===== src/sv/ssd4_pkg.sv =====
// ----------------------------------------------------------------------------
// ssd4_pkg
// Shared types, widths and the decimal segment table for the four-digit
// multiplexed seven-segment driver.
// ----------------------------------------------------------------------------
package ssd4_pkg;

  localparam int NUM_DIGITS  = 4;
  localparam int IDX_W       = 2;
  localparam int DIGIT_W     = 4;
  localparam int VALUE_W     = 14;
  localparam int SEG_W       = 7;
  localparam int DWELL_W     = 16;

  localparam logic [DWELL_W-1:0] DWELL_RESET = 16'd2;

  typedef logic [NUM_DIGITS-1:0][DIGIT_W-1:0] digit_vec_t;

  typedef struct packed {
    logic             valid;
    logic             latch;
    logic [IDX_W-1:0] idx;
  } scan_req_t;

  function automatic logic [SEG_W-1:0] seg_pattern(input logic [DIGIT_W-1:0] d);
    logic [SEG_W-1:0] p;
    case (d)
      4'd0:    p = 7'h3F;
      4'd1:    p = 7'h06;
      4'd2:    p = 7'h5B;
      4'd3:    p = 7'h4F;
      4'd4:    p = 7'h66;
      4'd5:    p = 7'h6D;
      4'd6:    p = 7'h7D;
      4'd7:    p = 7'h07;
      4'd8:    p = 7'h7F;
      4'd9:    p = 7'h6F;
      default: p = '0;
    endcase
    return p;
  endfunction

endpackage


===== src/sv/ssd4_scan.sv =====
// ----------------------------------------------------------------------------
// ssd4_scan
// Dwell counter and digit index of the scan, plus the input register that
// holds one accepted tick until the decode stage takes it.
// ----------------------------------------------------------------------------
module ssd4_scan (
  input  logic                          clk,
  input  logic                          rst,
  input  logic                          accept,
  input  logic                          take,
  input  logic [ssd4_pkg::VALUE_W-1:0]  value,
  input  logic [ssd4_pkg::DWELL_W-1:0]  dwell_ticks,
  output ssd4_pkg::scan_req_t           req,
  output logic [ssd4_pkg::VALUE_W-1:0]  value_q
);

  logic [ssd4_pkg::IDX_W-1:0]   digit_index;
  logic [ssd4_pkg::IDX_W-1:0]   digit_index_next;
  logic [ssd4_pkg::DWELL_W-1:0] dwell_count;
  logic [ssd4_pkg::DWELL_W-1:0] dwell_count_next;
  logic [ssd4_pkg::DWELL_W-1:0] dwell_eff;
  logic [ssd4_pkg::DWELL_W-1:0] count_inc;
  logic                         pass_start;

  always_comb begin
    dwell_eff  = (dwell_ticks == '0) ? ssd4_pkg::DWELL_W'(1) : dwell_ticks;
    count_inc  = dwell_count + ssd4_pkg::DWELL_W'(1);
    pass_start = (digit_index == '0) && (dwell_count == '0);
    if (count_inc == '0 || count_inc >= dwell_eff) begin
      dwell_count_next = '0;
      if (digit_index == ssd4_pkg::IDX_W'(ssd4_pkg::NUM_DIGITS - 1)) begin
        digit_index_next = '0;
      end else begin
        digit_index_next = digit_index + ssd4_pkg::IDX_W'(1);
      end
    end else begin
      dwell_count_next = count_inc;
      digit_index_next = digit_index;
    end
  end

  always_ff @(posedge clk) begin
    if (rst) begin
      digit_index <= '0;
      dwell_count <= '0;
      req         <= '0;
      value_q     <= '0;
    end else begin
      if (accept) begin
        digit_index <= digit_index_next;
        dwell_count <= dwell_count_next;
        req.valid   <= 1'b1;
        req.latch   <= pass_start;
        req.idx     <= digit_index;
        value_q     <= value;
      end else if (take) begin
        req.valid   <= 1'b0;
      end
    end
  end

endmodule


===== src/sv/ssd4_decode.sv =====
// ----------------------------------------------------------------------------
// ssd4_decode
// Splits the held value into decimal digits by reciprocal multiplication,
// picks the digit being shown and maps it to segments and a digit enable.
// ----------------------------------------------------------------------------
module ssd4_decode (
  input  ssd4_pkg::scan_req_t                 req,
  input  logic [ssd4_pkg::VALUE_W-1:0]        value_q,
  input  ssd4_pkg::digit_vec_t                latched_digits,
  output ssd4_pkg::digit_vec_t                fresh_digits,
  output logic [ssd4_pkg::SEG_W-1:0]          segments_next,
  output logic [ssd4_pkg::NUM_DIGITS-1:0]     enable_next
);

  logic [27:0] th_prod;
  logic [4:0]  th_q;
  logic [27:0] h_prod;
  logic [7:0]  h_q;
  logic [30:0] t_prod;
  logic [10:0] t_q;
  ssd4_pkg::digit_vec_t       shown;
  logic [ssd4_pkg::DIGIT_W-1:0] digit;

  always_comb begin
    th_prod = 28'(value_q) * 28'd8389;
    th_q    = th_prod[27:23];
    h_prod  = 28'(value_q) * 28'd10486;
    h_q     = h_prod[27:20];
    t_prod  = 31'(value_q) * 31'd104858;
    t_q     = t_prod[30:20];

    fresh_digits[0] = (th_q >= 5'd10) ? 4'(th_q - 5'd10) : th_q[3:0];
    fresh_digits[1] = 4'(h_q - 8'(th_q) * 8'd10);
    fresh_digits[2] = 4'(t_q - 11'(h_q) * 11'd10);
    fresh_digits[3] = 4'(value_q - 14'(t_q) * 14'd10);

    shown         = req.latch ? fresh_digits : latched_digits;
    digit         = shown[req.idx];
    segments_next = ssd4_pkg::seg_pattern(digit);
    enable_next   = '0;
    enable_next[req.idx] = 1'b1;
  end

endmodule


===== src/sv/four_digit_seven_segment_mux_unit.sv =====
// ----------------------------------------------------------------------------
// four_digit_seven_segment_mux_unit
// An accepted tick goes through the input register, then the result register.
// Throughput: one tick per cycle unless out_stall holds, set by the single decode
// pass between the two registers. Reset (rst, synchronous) clears the scan
// position, the latched digits and the valid flags, and sets dwell to 2.
// ----------------------------------------------------------------------------
module four_digit_seven_segment_mux_unit (
  input  logic                               clk,
  input  logic                               rst,
  input  logic                               cfg_valid,
  output logic                               cfg_ready,
  input  logic [ssd4_pkg::DWELL_W-1:0]       cfg_data,
  input  logic                               in_valid,
  output logic                               in_stall,
  input  logic [ssd4_pkg::VALUE_W-1:0]       value,
  output logic                               out_valid,
  input  logic                               out_stall,
  output logic [ssd4_pkg::SEG_W-1:0]         segments,
  output logic [ssd4_pkg::NUM_DIGITS-1:0]    digit_enable
);

  logic [ssd4_pkg::DWELL_W-1:0]     dwell_ticks;
  ssd4_pkg::scan_req_t              req;
  logic [ssd4_pkg::VALUE_W-1:0]     value_q;
  ssd4_pkg::digit_vec_t             latched_digits;
  ssd4_pkg::digit_vec_t             fresh_digits;
  logic [ssd4_pkg::SEG_W-1:0]       segments_next;
  logic [ssd4_pkg::NUM_DIGITS-1:0]  enable_next;
  logic                             take;
  logic                             accept;

  assign cfg_ready = 1'b1;
  assign take      = req.valid && (!out_valid || !out_stall);
  assign in_stall  = req.valid && !take;
  assign accept    = in_valid && !in_stall;

  ssd4_scan u_scan (
    .clk         (clk),
    .rst         (rst),
    .accept      (accept),
    .take        (take),
    .value       (value),
    .dwell_ticks (dwell_ticks),
    .req         (req),
    .value_q     (value_q)
  );

  ssd4_decode u_decode (
    .req            (req),
    .value_q        (value_q),
    .latched_digits (latched_digits),
    .fresh_digits   (fresh_digits),
    .segments_next  (segments_next),
    .enable_next    (enable_next)
  );

  always_ff @(posedge clk) begin
    if (rst) begin
      dwell_ticks    <= ssd4_pkg::DWELL_RESET;
      latched_digits <= '0;
      out_valid      <= 1'b0;
    end else begin
      if (cfg_valid && cfg_ready) begin
        dwell_ticks <= cfg_data;
      end
      if (take && req.latch) begin
        latched_digits <= fresh_digits;
      end
      if (take) begin
        out_valid <= 1'b1;
      end else if (!out_stall) begin
        out_valid <= 1'b0;
      end
    end
  end

  // hold the result while stalled
  always_ff @(posedge clk) begin
    if (take) begin
      segments     <= segments_next;
      digit_enable <= enable_next;
    end
  end

endmodule


===== config.mk =====
export PLATFORM = sky130hd
export DESIGN_NAME = four_digit_seven_segment_mux_unit
export DESIGN_NICKNAME = d
export VERILOG_FILES = /design/src/sv/ssd4_pkg.sv /design/src/sv/ssd4_scan.sv /design/src/sv/ssd4_decode.sv /design/src/sv/four_digit_seven_segment_mux_unit.sv
export SDC_FILE = /design/constraint.sdc
export NUM_CORES = 1
export LEC_CHECK = 0
export BUFFER_PORTS_ARGS = -buffer_cell sky130_fd_sc_hd__buf_2
export CELL_PAD_IN_SITES_DETAIL_PLACEMENT = 0
export CELL_PAD_IN_SITES_GLOBAL_PLACEMENT = 2
export CORE_MARGIN = 3
export CORE_UTILIZATION = 38
export CTS_CLUSTER_SIZE = 12
export DETAILED_ROUTE_END_ITERATION = 6
export PLACE_DENSITY = 0.78
export SLEW_MARGIN = 20
export SYNTH_ARGS = -nofsm -noshare
export SYNTH_HDL_FRONTEND = slang
export SYNTH_HIERARCHICAL = 1
export SYNTH_SLANG_ARGS = --single-unit

===== constraint.sdc =====
create_clock -name clk -period 8.34 [get_ports clk]
set_input_delay 1.668 -clock clk [delete_from_list [all_inputs] [get_ports clk]]
set_output_delay 1.668 -clock clk [all_outputs]
set_load 0.005 [all_outputs]

# Word level (Yosys, flattened, before mapping)
# Memory sizes are Yosys's and may differ from the RTL's. A register that Yosys moved wholly into a read port is not among the register bits.
# Index checks and enable logic that the tools add are counted.
# W data, S select, Z words.
[totals]
ff_bits = 73
rom_bits = 112
output_inout_bits = 14
word_cells = 63
n_memories = 1
[op_classes]
n_addsub = 6
multipliers = 6
magnitude_cmp = 4
eq_ne = 2
mux = 13
reduce_logical = 18
[memory_table]
columns = ["memory", "depth", "width", "read_ports", "rd_clocked_by_memory_dff", "wr", "line", "text"]
rows = [
  ["(no name shown)", 16, 7, 1, 1, 0, "ssd4_pkg.sv:27", "case (d)"],
]
[ops]
columns = ["operator", "count"]
rows = [
  ["$logic_not A16 Y1", 3],
  ["$mux W16", 3],
  ["$mul A14 B16 Y30 const B", 1],
  ["$mul A14 B14 Y28 const B", 1],
  ["$mul A14 B13 Y27 const B", 1],
  ["$add A16 B1 Y16 const B", 1],
  ["$ge A16 B16 Y1", 1],
  ["$sub A4 B4 Y4", 3],
  ["$mul A11 B3 Y3 const B", 1],
  ["$bmux W4 S2", 1],
  ["$mul A8 B3 Y3 const B", 1],
  ["$mux W4", 2],
  ["$logic_and A1 B1 Y1", 6],
  ["$ge A5 B4 Y1 const B", 1],
  ["$mul A5 B3 Y3 const B", 1],
  ["$mux W1", 5],
  ["$logic_not A1 Y1", 4],
  ["$sub A4 B4 Y4 const B", 1],
  ["$lt A2 B3 Y1 const B", 1],
  ["$add A2 B1 Y2 const B", 1],
  ["$demux W1 S2", 1],
  ["$eq A2 B2 Y1 const B", 1],
  ["$ge A2 B1 Y1 const B", 1],
  ["$logic_not A2 Y1", 1],
  ["other kinds (5)", 6],
]

# Longest topological paths before layout
# Gate-level depths: netlist of run 1.
[logic_depth]
depth_word = 8
mapped_depth = 31
mapped_depth_nobuf = 31

# Hierarchy
# The synthesis of run 1 kept the hierarchy.
[by_module_without_submodules]
columns = ["module", "n_inst", "cells_per_inst", "area_per_inst_um2"]
rows = [
  ["ssd4_decode", 1, 933, 8679.6],
  ["ssd4_scan", 1, 268, 2332.2],
  ["four_digit_seven_segment_mux_unit", 1, 143, 1687.9],
]

# Least setup slack after synthesis of run 1
# Ideal clock, no wire load.
[synth_timing]
kind = "reg2reg"
start = "reg u_scan/value_q[12] in the netlist's numbering"
end = "reg segments[2] in the netlist's numbering (data pin)"
arrival_ns = 7.898
path_slack_ns = 0.181
stages_incl_launch_ff = 29
n_path_buf = 1
cell_sequence = "dfxtp_1 clkbuf_1 inv_1 ha_1 fa_1 fa_1 fa_1 inv_1 fa_1 inv_1 fa_1 inv_1 ha_1 a21o_1 a21oi_1 a21boi_0 o311ai_1 xor2_1 ha_1 fa_1 xnor2_1 xnor2_1 xnor2_1 xnor2_1 xnor3_1 o211ai_1 o311ai_1 a41oi_4 mux2_4"
[synth_lines]
columns = ["element", "line", "text"]
rows = [
  ["start, declared", "ssd4_scan.sv:14", "output logic [ssd4_pkg::VALUE_W-1:0] value_q"],
  ["start signal, assigned", "ssd4_scan.sv:55", "value_q <= value;"],
  ["end, declared", "four_digit_seven_segment_mux_unit.sv:19", "output logic [ssd4_pkg::SEG_W-1:0] segments,"],
]

==> reports/qor.txt, run 1 <==
Status: completed
Multi-input gate area: 0.00957 mm^2
Nets: 1817
Lkg Pwr: 0.00734 uW
Die Ht: 189 um
#FFs+latches synth: 80
Crit end category: register
Asr flop ratio synth: 0%
Req. time, crit path: 8.44 ns
Num CTS Buffers: 9
Post-route DRC violation count: 0
Initial drt markers: 474
CTS tree: built
First-pass GRT wire length: 51.6 mm
Drt total wl: 31.4 mm
Cell mode on critical path: fa_1
Die area: 0.0356 mm^2
Fmax: 129 MHz
Worst Path Arrival: 7.86 ns
Final min period: 7.76 ns
Final Cycle Share: 93.1%
P&R area growth vs syn: 8.21%
Register area share after synthesis: 13.5%
Compound-cell area share of the yosys netlist: 10.9%
TritonCTS Sinks: 80
Post-DRT Antenna Nets: 0
Xor/xnor share of the synthesized area: 3.68%
Max stage delay on crit path: 0.63 ns
Htree depth: 3
Rel. slew slack: 45.7%
DRT Pass-1 Iters: 5
Kind of critical path: register to register
Routed via count: 9116
Max-cap check violation count: 0
Syn avg cell area: 9.45 um^2
Clk pwr share: 17.2%
Most frequent cells in the layout: 317 x inv_1, 260 x ha_1, 132 x fa_1, 69 x dfxtp_1, 65 x nor2_1
Layout cells sized above 1: 9.89%
Sequential cell area: 0.00171 mm^2
GRT overflow: 0
Largest family of logic cells by synthesized area: adder cells
Multiplexer share of the synthesized area: 4.61%
Switching part of the total: 44.9%
GRT Resource Usage Total: 18.3%
CP max stage cell: fa_1
EDFF count, synth: 11
YS warnings: 6
Setup Skew: 0.0129 ns
IO Count: 49
Commonest non-fill, non-tap cell in the layout: inv_1
# rows: 66
Worst vdd ir: 0.0941 mV
Starting Density: 38.8%
Initial antenna violation count: 0
Final Wtd Congestion: 0.892
Comb power frac: 63.5%
N_diodes: 0
Final WS setup: 0.576 ns
Fin. Hold Viols: 0
Dpl cells: 1819
Clk buf depth: 2
P_sw: 1000 uW
RSZ-0062 raised after global routing: no
Final non-filler cell area: 0.0137 mm^2
Core area: 0.0327 mm^2
Max Slew Vio Count: 0
# port buffers: 47
Mapped Nets: 1771
Worst-Skew Late Latency: 0.35 ns
Pre-CTS setup slack: 0.162 ns
Fill count: 3343
Die X: 189 um
Clk pin slew, worst setup/hold paths: 0.07 ns
Syn Inst Count: 1344
Post-Synth Adder-Cell Area: 46.4%
Crit start category: register
Post-Syn Area: 0.0127 mm^2
Mean routed wirelength per cell: 17.1 um
HPWL Detailed: 26.2 mm
CP Max Fanout: 5
Setup violators final: 0
Pwr/cell area: 162 mW/mm^2
Hold WC Path Type: register to register
Simple-Gate Fraction of Synth Area: 9.56%
Pwr Total: 2230 uW
Synth Flop Type: dfxtp_1
Clock root buffer: clkbuf_16
DP Area: 0.0134 mm^2
Vias in the first global route: 9411
Total negative setup slack: 0 ns
Vias per cell: 4.96
Largest net degree at the start of global routing: 60
Worst-margin pin slew: 0.806 ns
Int Pwr: 1230 uW
Synth cell types: 97
Post-Layout Cell Count: 1837
Sequential Power Share: 19.3%
-- logic make-up (layout without fill, tap and decap cells) --
| kind of cell | count (synthesis) | after routing |
|---|---|---|
| fa+ha+maj | 392 | 392 |
| buf+inv | 353 | 404 |
| simple gates | 230 | 230 |
| compound gates | 182 | 182 |
| flops | 80 | 80 |
| mux | 55 | 55 |
| xor+xnor | 51 | 51 |
| other cells | 1 | 1 |
-- final timing paths --
check / slack [ns] / to / start / cells after the start
max reg2reg: 0.58 / segments[2] / u_scan/value_q[12] / 29
min: 0.51 / u_scan/req[3] / u_scan/req[3] / 2
min reg2reg: 0.51 / u_scan/req[3] / u_scan/req[3] / 2
max: 0.58 / segments[2] / u_scan/value_q[12] / 29
-- through the flow --
stage                     utilization [%]  hold slack, ns
after floorplan                         -           0.462
after global placement               41.0           0.493
after detailed placement             41.1           0.500
after CTS                            41.9           0.509
after global routing                 42.0           0.543
final                                42.0           0.507
-- power by group through the flow --
| stage | Combinational [uW] | Clock [uW] | Sequential (uW) |
|---|---|---|---|
| after floorplan | 1050 | 0 | 444 |
| after global placement | 1410 | 0 | 438 |
| after detailed placement | 1410 | 0 | 439 |
| after CTS | 1430 | 398 | 430 |
| after global routing | 1650 | 414 | 433 |
| final | 1420 | 383 | 430 |
-- registers in the layout (all words and copies together), names as in the netlist --
register            count
latched_digits         16
digit_enable            4
u_scan/value_q         14
u_scan/digit_index      2
dwell_ticks            16
out_valid               1
segments                7
u_scan/req              4
u_scan/dwell_count     16
-- synth_stat cells, types with 5 or more instances --
| cell | n | area share [%] |
|---|---|---|
| a211oi_1 | 8 | 0.47 |
| a21bo_1 | 12 | 0.95 |
| a21bo_2 | 5 | 0.39 |
| a21o_1 | 10 | 0.59 |
| a21oi_1 | 47 | 1.9 |
| a31oi_1 | 8 | 0.39 |
| a32o_1 | 5 | 0.39 |
| and3_1 | 8 | 0.39 |
| buf_2 | 5 | 0.20 |
| buf_4 | 9 | 0.53 |
| buf_6 | 8 | 0.71 |
| clkbuf_1 | 9 | 0.27 |
| dfxtp_1 | 69 | 11 |
| edfxtp_1 | 11 | 2.6 |
| fa_1 | 132 | 21 |
| ha_1 | 260 | 26 |
| inv_1 | 317 | 9.4 |
| mux2i_1 | 48 | 3.8 |
| nand2_1 | 43 | 1.3 |
| nand3_1 | 32 | 1.3 |
| nand4_1 | 12 | 0.59 |
| nor2_1 | 65 | 1.9 |
| nor2b_1 | 7 | 0.34 |
| nor3_1 | 12 | 0.47 |
| nor4_1 | 9 | 0.44 |
| o211ai_1 | 5 | 0.30 |
| o21a_1 | 5 | 0.30 |
| o21ai_0 | 20 | 0.79 |
| or2_2 | 5 | 0.25 |
| xnor2_1 | 29 | 2.0 |
| xor2_1 | 20 | 1.4 |
-- repair_timing --
item / in CTS / in global routing
setup endpoints to repair: 0 / 7
hold buffers: 0 / 0
buffers inserted: 0 / 2
resized for setup: 0 / 4
-- metal layers --
| metal | vias up | part of all wire (%) | global-route usage [%] |
|---|---|---|---|
| li1 | 4533 | - | - |
| met1 | 4437 | 52 | 27.6 |
| met2 | 126 | 43 | 28.1 |
| met3 | 20 | 3.6 | 2.85 |
| met4 | 0 | 1.0 | 3.04 |
| met5 | - | 0 | 0 |
-- final cells by class --
type	instances	share of cell area, %
Multi-Input combinational cell	911	69.6
Sequential cell	80	12.5
Inverter	317	8.66
Tap cell	442	4.02
Timing Repair Buffer	71	3.17
Clock buffer	11	1.77
Clock inverter	5	0.300
-- critical path, delay by kind of cell (launching register included) --
| family | cells | cell delay [ns] |
|---|---|---|
| compound gates | 8 | 1.55 |
| xor+xnor | 6 | 0.99 |
| buf+inv | 6 | 0.47 |
| mux | 1 | 0.32 |
| fa+ha+maj | 8 | 3.74 |
| flops | 1 | 0.43 |
No activity file was read; power rests on OpenSTA's default activity.
==> run 2, diff against run 1 <==
--- a/config.mk
+++ b/config.mk
@@ -13,6 +13,7 @@
 export CTS_CLUSTER_SIZE = 12
 export DETAILED_ROUTE_END_ITERATION = 6
 export PLACE_DENSITY = 0.78
+export RECOVER_POWER = 25
 export SLEW_MARGIN = 20
 export SYNTH_ARGS = -nofsm -noshare
 export SYNTH_HDL_FRONTEND = slang
==> constraint.sdc (replaced) <==
create_clock -name clk -period 8.34 [get_ports clk]
set_input_delay 1.668 -clock clk [delete_from_list [all_inputs] [get_ports clk]]
set_output_delay 1.668 -clock clk [all_outputs]
set_load 0.1 [all_outputs]
==> reports/qor.txt, run 2 (synthesis results as in run 1) <==
Total negative setup slack: 0 ns (unchanged)
Die Ht: 189 um (unchanged)
Max Slew Vio Count: 84 (was 0)
Most frequent cells in the layout: 317 x inv_1, 260 x ha_1, 132 x fa_1, 69 x dfxtp_1, 65 x nor2_1 (unchanged)
Int Pwr: 1230 uW (about the same)
Core area: 0.0327 mm^2 (unchanged)
Final min period: 7.76 ns (about the same)
Htree depth: 3 (unchanged)
Fill count: 3346 (was 3343)
Final Wtd Congestion: 0.892 (unchanged)
Rel. slew slack: -125% (was 45.7%)
HPWL Detailed: 26.2 mm (unchanged)
Cell mode on critical path: fa_1 (unchanged)
First-pass GRT wire length: 51.6 mm (unchanged)
Worst-margin pin slew: 3.35 ns (was 0.806 ns)
Num CTS Buffers: 9 (unchanged)
Comb power frac: 64.0% (was 63.5%)
Sequential cell area: 0.00171 mm^2 (unchanged)
Largest net degree at the start of global routing: 60 (unchanged)
Die area: 0.0356 mm^2 (unchanged)
Crit end category: register (unchanged)
Lkg Pwr: 0.00732 uW (was 0.00734 uW)
DRT Pass-1 Iters: 5 (unchanged)
Failing checks: max-capacitance violations, max-slew violations
Initial drt markers: 473 (was 474)
Clk buf depth: 2 (unchanged)
Starting Density: 38.8% (unchanged)
Final core occ: 42.0% (about the same)
Fin. Hold Viols: 0 (unchanged)
Max-cap check violation count: 2 (was 0)
Final Cycle Share: 93.1% (about the same)
N_diodes: 0 (unchanged)
Die X: 189 um (unchanged)
Multi-input gate area: 0.00956 mm^2 (was 0.00957 mm^2)
IO Count: 49 (unchanged)
P&R area growth vs syn: 8.08% (was 8.21%)
Vias in the first global route: 9411 (unchanged)
GRT Resource Usage Total: 18.3% (unchanged)
Mean routed wirelength per cell: 17.1 um (about the same)
Drt total wl: 31.4 mm (about the same)
Setup violators final: 0 (unchanged)
Clk pwr share: 17.0% (was 17.2%)
P_sw: 1030 uW (was 1000 uW)
Kind of critical path: register to register (unchanged)
Worst vdd ir: 0.0941 mV (about the same)
RSZ-0062 raised after global routing: no (unchanged)
Initial antenna violation count: 0 (unchanged)
CP max stage cell: fa_1 (unchanged)
CP Max Fanout: 5 (unchanged)
Dpl cells: 1819 (unchanged)
Post-route DRC violation count: 0 (unchanged)
Layout cells sized above 1: 9.68% (was 9.89%)
# port buffers: 47 (unchanged)
TritonCTS Sinks: 80 (unchanged)
CTS tree: built (unchanged)
Sequential Power Share: 19.0% (was 19.3%)
Hold WC Path Type: register to register (unchanged)
Worst-Skew Late Latency: 0.35 ns (about the same)
Pwr/cell area: 165 mW/mm^2 (was 162 mW/mm^2)
Crit start category: register (unchanged)
Top flop regs: dwell_ticks (16), latched_digits (16), u_scan/dwell_count (16) (unchanged)
Pwr Total: 2260 uW (was 2230 uW)
Setup Skew: 0.0129 ns (about the same)
Switching part of the total: 45.6% (was 44.9%)
Req. time, crit path: 8.44 ns (about the same)
GRT overflow: 0 (unchanged)
Routed via count: 9131 (was 9116)
Post-DRT Antenna Nets: 0 (unchanged)
Post-Layout Cell Count: 1837 (unchanged)
Commonest non-fill, non-tap cell in the layout: inv_1 (unchanged)
# rows: 66 (unchanged)
Pre-CTS setup slack: 0.162 ns (unchanged)
Max stage delay on crit path: 0.63 ns (about the same)
Vias per cell: 4.97 (was 4.96)
Fmax: 129 MHz (about the same)
Final WS setup: 0.578 ns (was 0.576 ns)
Worst Path Arrival: 7.86 ns (about the same)
Nets: 1817 (unchanged)
Clk pin slew, worst setup/hold paths: 0.07 ns (about the same)
Status: finished with violations (was completed)
Clock root buffer: clkbuf_16 (unchanged)
==> run 2: changes by cell type in the layout (fill, tap and decap cells not counted) <==
cell,previous run,this run
clkbuf_1,1,3
a21boi_0,1,2
a21boi_4,1,0
buf_2,47,46
buf_4,23,22
==> run 2: power groups by stage <==
stage	registers, uW	logic, uW	clock network, uW
floorplan	470	1060	0
global placement	438	1440	0
detailed placement	439	1440	0
CTS	430	1460	398
global route	433	1680	414
finish	430	1450	383
==> run 2: worst max-delay path, delay by kind of cell, from the launching register on <==
family / cells / cell delay (ns)
AO/OA/AOI/OAI: 8 / 1.55
multiplexers: 1 / 0.32
buffers and inverters: 6 / 0.47
flip-flops: 1 / 0.43
adder cells (fa/ha/maj): 8 / 3.74
XOR/XNOR: 6 / 0.99
==> run 2: path summary, 6_finish.rpt <==
kind / end / cells past startpoint / slack, ns / from
worst min-delay path: u_scan/req[3] / 2 / 0.50 / u_scan/req[3]
worst min register to register: u_scan/req[3] / 2 / 0.50 / u_scan/req[3]
worst max-delay path: segments[2] / 29 / 0.58 / u_scan/value_q[12]
worst max register to register: segments[2] / 29 / 0.58 / u_scan/value_q[12]
==> run 2: through the flow <==
step	area (um^2)	hold slack [ns]
4_1_cts	13700	0.509
5_1_grt	13700	0.543
2_1_floorplan	12700	0.462
3_3_place_gp	13400	0.493
6_report	13700	0.501
3_5_place_dp	13400	0.500
==> run 2: what timing repair did <==
item / CTS / global route
gates resized for setup: 0 / 4
hold buffers: 0 / 0
hold endpoints to repair: 0 / 0
setup buffers: 0 / 2
endpoints found under the setup margin: 0 / 7
==> run 2: layout make-up <==
type                    instances  share of cell area, %
inverters                     317                   8.67
clock inverters                 5                  0.301
multi-input cells             911                   69.6
clock buffers                  11                   1.77
flip-flops and latches         80                   12.5
well taps                     442                   4.03
repair buffers                 71                   3.14
==> run 2: routing by layer <==
metal / part of all wire (%) / global-route usage, % / vias up / routed length [um]
met5: 0 / 0 / - / 0
met4: 1.0 / 3.04 / 0 / 314
met3: 3.7 / 2.85 / 20 / 1150
met2: 43 / 28.1 / 134 / 13600
met1: 52 / 27.6 / 4443 / 16300
li1: - / - / 4534 / -
==> run 3, diff against run 2 <==
--- a/config.mk
+++ b/config.mk
@@ -12,7 +12,7 @@
 export CORE_UTILIZATION = 38
 export CTS_CLUSTER_SIZE = 12
 export DETAILED_ROUTE_END_ITERATION = 6
-export PLACE_DENSITY = 0.78
+export PLACE_DENSITY_LB_ADDON = 0.1
 export RECOVER_POWER = 25
 export SLEW_MARGIN = 20
 export SYNTH_ARGS = -nofsm -noshare
==> reports/qor.txt, run 3 (synthesis results as in run 1) <==
Status: finished with violations (unchanged)
Failing checks: max-capacitance violations, max-slew violations (unchanged)
# port buffers: 47 (unchanged)
IO Count: 49 (unchanged)
Met1 usage: 28.3% (was 27.6%)
Top delay family on crit path: adder cells (unchanged)
DRT Pass-1 Iters: 4 (was 5)
GRT overflow: 0 (unchanged)
Routed via count: 9042 (was 9131)
First-pass GRT wire length: 52.4 mm (was 51.6 mm)
Htree depth: 3 (unchanged)
Fmax: 129 MHz (about the same)
GRT Resource Usage Total: 19.0% (was 18.3%)
TritonCTS Sinks: 80 (unchanged)
Worst hold margin: 0.502 ns (was 0.501 ns)
Vias in the first global route: 9386 (was 9411)
Most frequent cells in the layout: 317 x inv_1, 260 x ha_1, 132 x fa_1, 69 x dfxtp_1, 65 x nor2_1 (unchanged)
Top flop regs: dwell_ticks (16), latched_digits (16), u_scan/dwell_count (16) (unchanged)
Starting Density: 38.8% (unchanged)
Setup violators final: 0 (unchanged)
Pre-CTS setup slack: 0.364 ns (was 0.162 ns)
Clk pin slew, worst setup/hold paths: 0.07 ns (about the same)
Initial antenna violation count: 0 (unchanged)
Final min period: 7.76 ns (about the same)
Nets: 1818 (was 1817)
HPWL Detailed: 27.6 mm (was 26.2 mm)
RSZ-0062 raised after global routing: no (unchanged)
Largest net degree at the start of global routing: 60 (unchanged)
Max Slew Vio Count: 105 (was 84)
Post-DRT Antenna Nets: 0 (unchanged)
Final Cycle Share: 93.0% (was 93.1%)
Die X: 189 um (unchanged)
Fin. Hold Viols: 0 (unchanged)
Drt total wl: 32.9 mm (was 31.4 mm)
Worst vdd ir: 0.105 mV (was 0.0941 mV)
P&R area growth vs syn: 8.05% (was 8.08%)
Met3 usage: 2.64% (was 2.85%)
CP max stage cell: fa_1 (unchanged)
Clock root buffer: clkbuf_16 (unchanged)
Rel. slew slack: -102% (was -125%)
CP bufs+invs: 6 (unchanged)
Total negative setup slack: 0 ns (unchanged)
CTS tree: built (unchanged)
Core area: 0.0327 mm^2 (unchanged)
# rows: 66 (unchanged)
CP Max Fanout: 4 (was 5)
Crit start category: register (unchanged)
Final WS setup: 0.580 ns (was 0.578 ns)
Crit end category: register (unchanged)
Commonest non-fill, non-tap cell in the layout: inv_1 (unchanged)
Req. time, crit path: 8.44 ns (about the same)
Worst Path Arrival: 7.86 ns (about the same)
Mean routed wirelength per cell: 17.9 um (was 17.1 um)
Max-cap check violation count: 2 (unchanged)
Num CTS Buffers: 9 (unchanged)
Pwr/cell area: 167 mW/mm^2 (was 165 mW/mm^2)
Lkg Pwr: 0.00734 uW (was 0.00732 uW)
Worst-margin pin slew: 3.02 ns (was 3.35 ns)
Die Ht: 189 um (unchanged)
Max stage delay on crit path: 0.62 ns (was 0.63 ns)
Clk buf depth: 2 (unchanged)
Worst-Skew Late Latency: 0.36 ns (was 0.35 ns)
Cell mode on critical path: fa_1 (unchanged)
Final Wtd Congestion: 0.844 (was 0.892)
M2 GR Usage: 30.2% (was 28.1%)
GRT busiest layer: met2 (unchanged)
Layout cells sized above 1: 9.38% (was 9.68%)
Setup Skew: 0.0142 ns (was 0.0129 ns)
Die area: 0.0356 mm^2 (unchanged)
N_diodes: 0 (unchanged)
Hold WC Path Type: register to register (unchanged)
Vias per cell: 4.92 (was 4.97)
Initial drt markers: 343 (was 473)
Post-route DRC violation count: 0 (unchanged)
Kind of critical path: register to register (unchanged)
## run 3: changes by cell type in the layout (fill, tap and decap cells not counted), sizes merged
cell	previous run	this run
clkbuf	13	15
clkinvlp	2	0
bufinv	0	1
## run 3: final timing paths
check | from | to | slack (ns) | cells past startpoint
hold / removal | u_scan/req[3] | u_scan/req[3] | 0.50 | 2
setup reg to reg | u_scan/value_q[12] | segments[2] | 0.58 | 29
hold reg to reg | u_scan/req[3] | u_scan/req[3] | 0.50 | 2
setup / recovery | u_scan/value_q[12] | segments[2] | 0.58 | 29
## run 3: what timing repair did
item / CTS / global route
endpoints found under the setup margin: 0 / 6
hold buffers: 0 / 0
buffers inserted: 0 / 2
gates resized for setup: 0 / 2
## run 3: layer usage
metal | vias up | part of all wire (%)
met5 | - | 0
met4 | 0 | 0.83
met3 | 16 | 2.8
met2 | 117 | 45
met1 | 4358 | 52
li1 | 4551 | -
## run 3: tightest hold or removal path, stage by stage, from the launching register on
cell and delay (ns):
dfxtp_1 0.33, nand2b_1 0.07, a21oi_1 0.06
## run 3: cell type report
cell class                      instances  area [um^2]
Tap cell                              442          553
Sequential cell                        80         1710
Multi-Input combinational cell        911         9550
Clock buffer                           12          258
Fill cell                            3372        19000
Inverter                              317         1190
Clock inverter                          4         50.0
Timing Repair Buffer                   72          414
## run 3: report_power, final
| group | switching [uW] | internal [uW] | total [uW] |
|---|---|---|---|
| registers | 19.0 | 414 | 433 |
| clock network | 173 | 251 | 424 |
| logic | 836 | 597 | 1430 |
## run 3: per-stage QoR
step / power (uW) / area (um^2) / util (%) / std cells
after global routing: 2570 / 13700 / 42.0 / 1838
after global placement: 1900 / 13400 / 41.0 / 1820
final: 2290 / 13700 / 42.0 / 1838
after detailed placement: 1890 / 13400 / 41.0 / 1820
after floorplan: 1530 / 12700 / - / 1344
after CTS: 2350 / 13700 / 42.0 / 1836
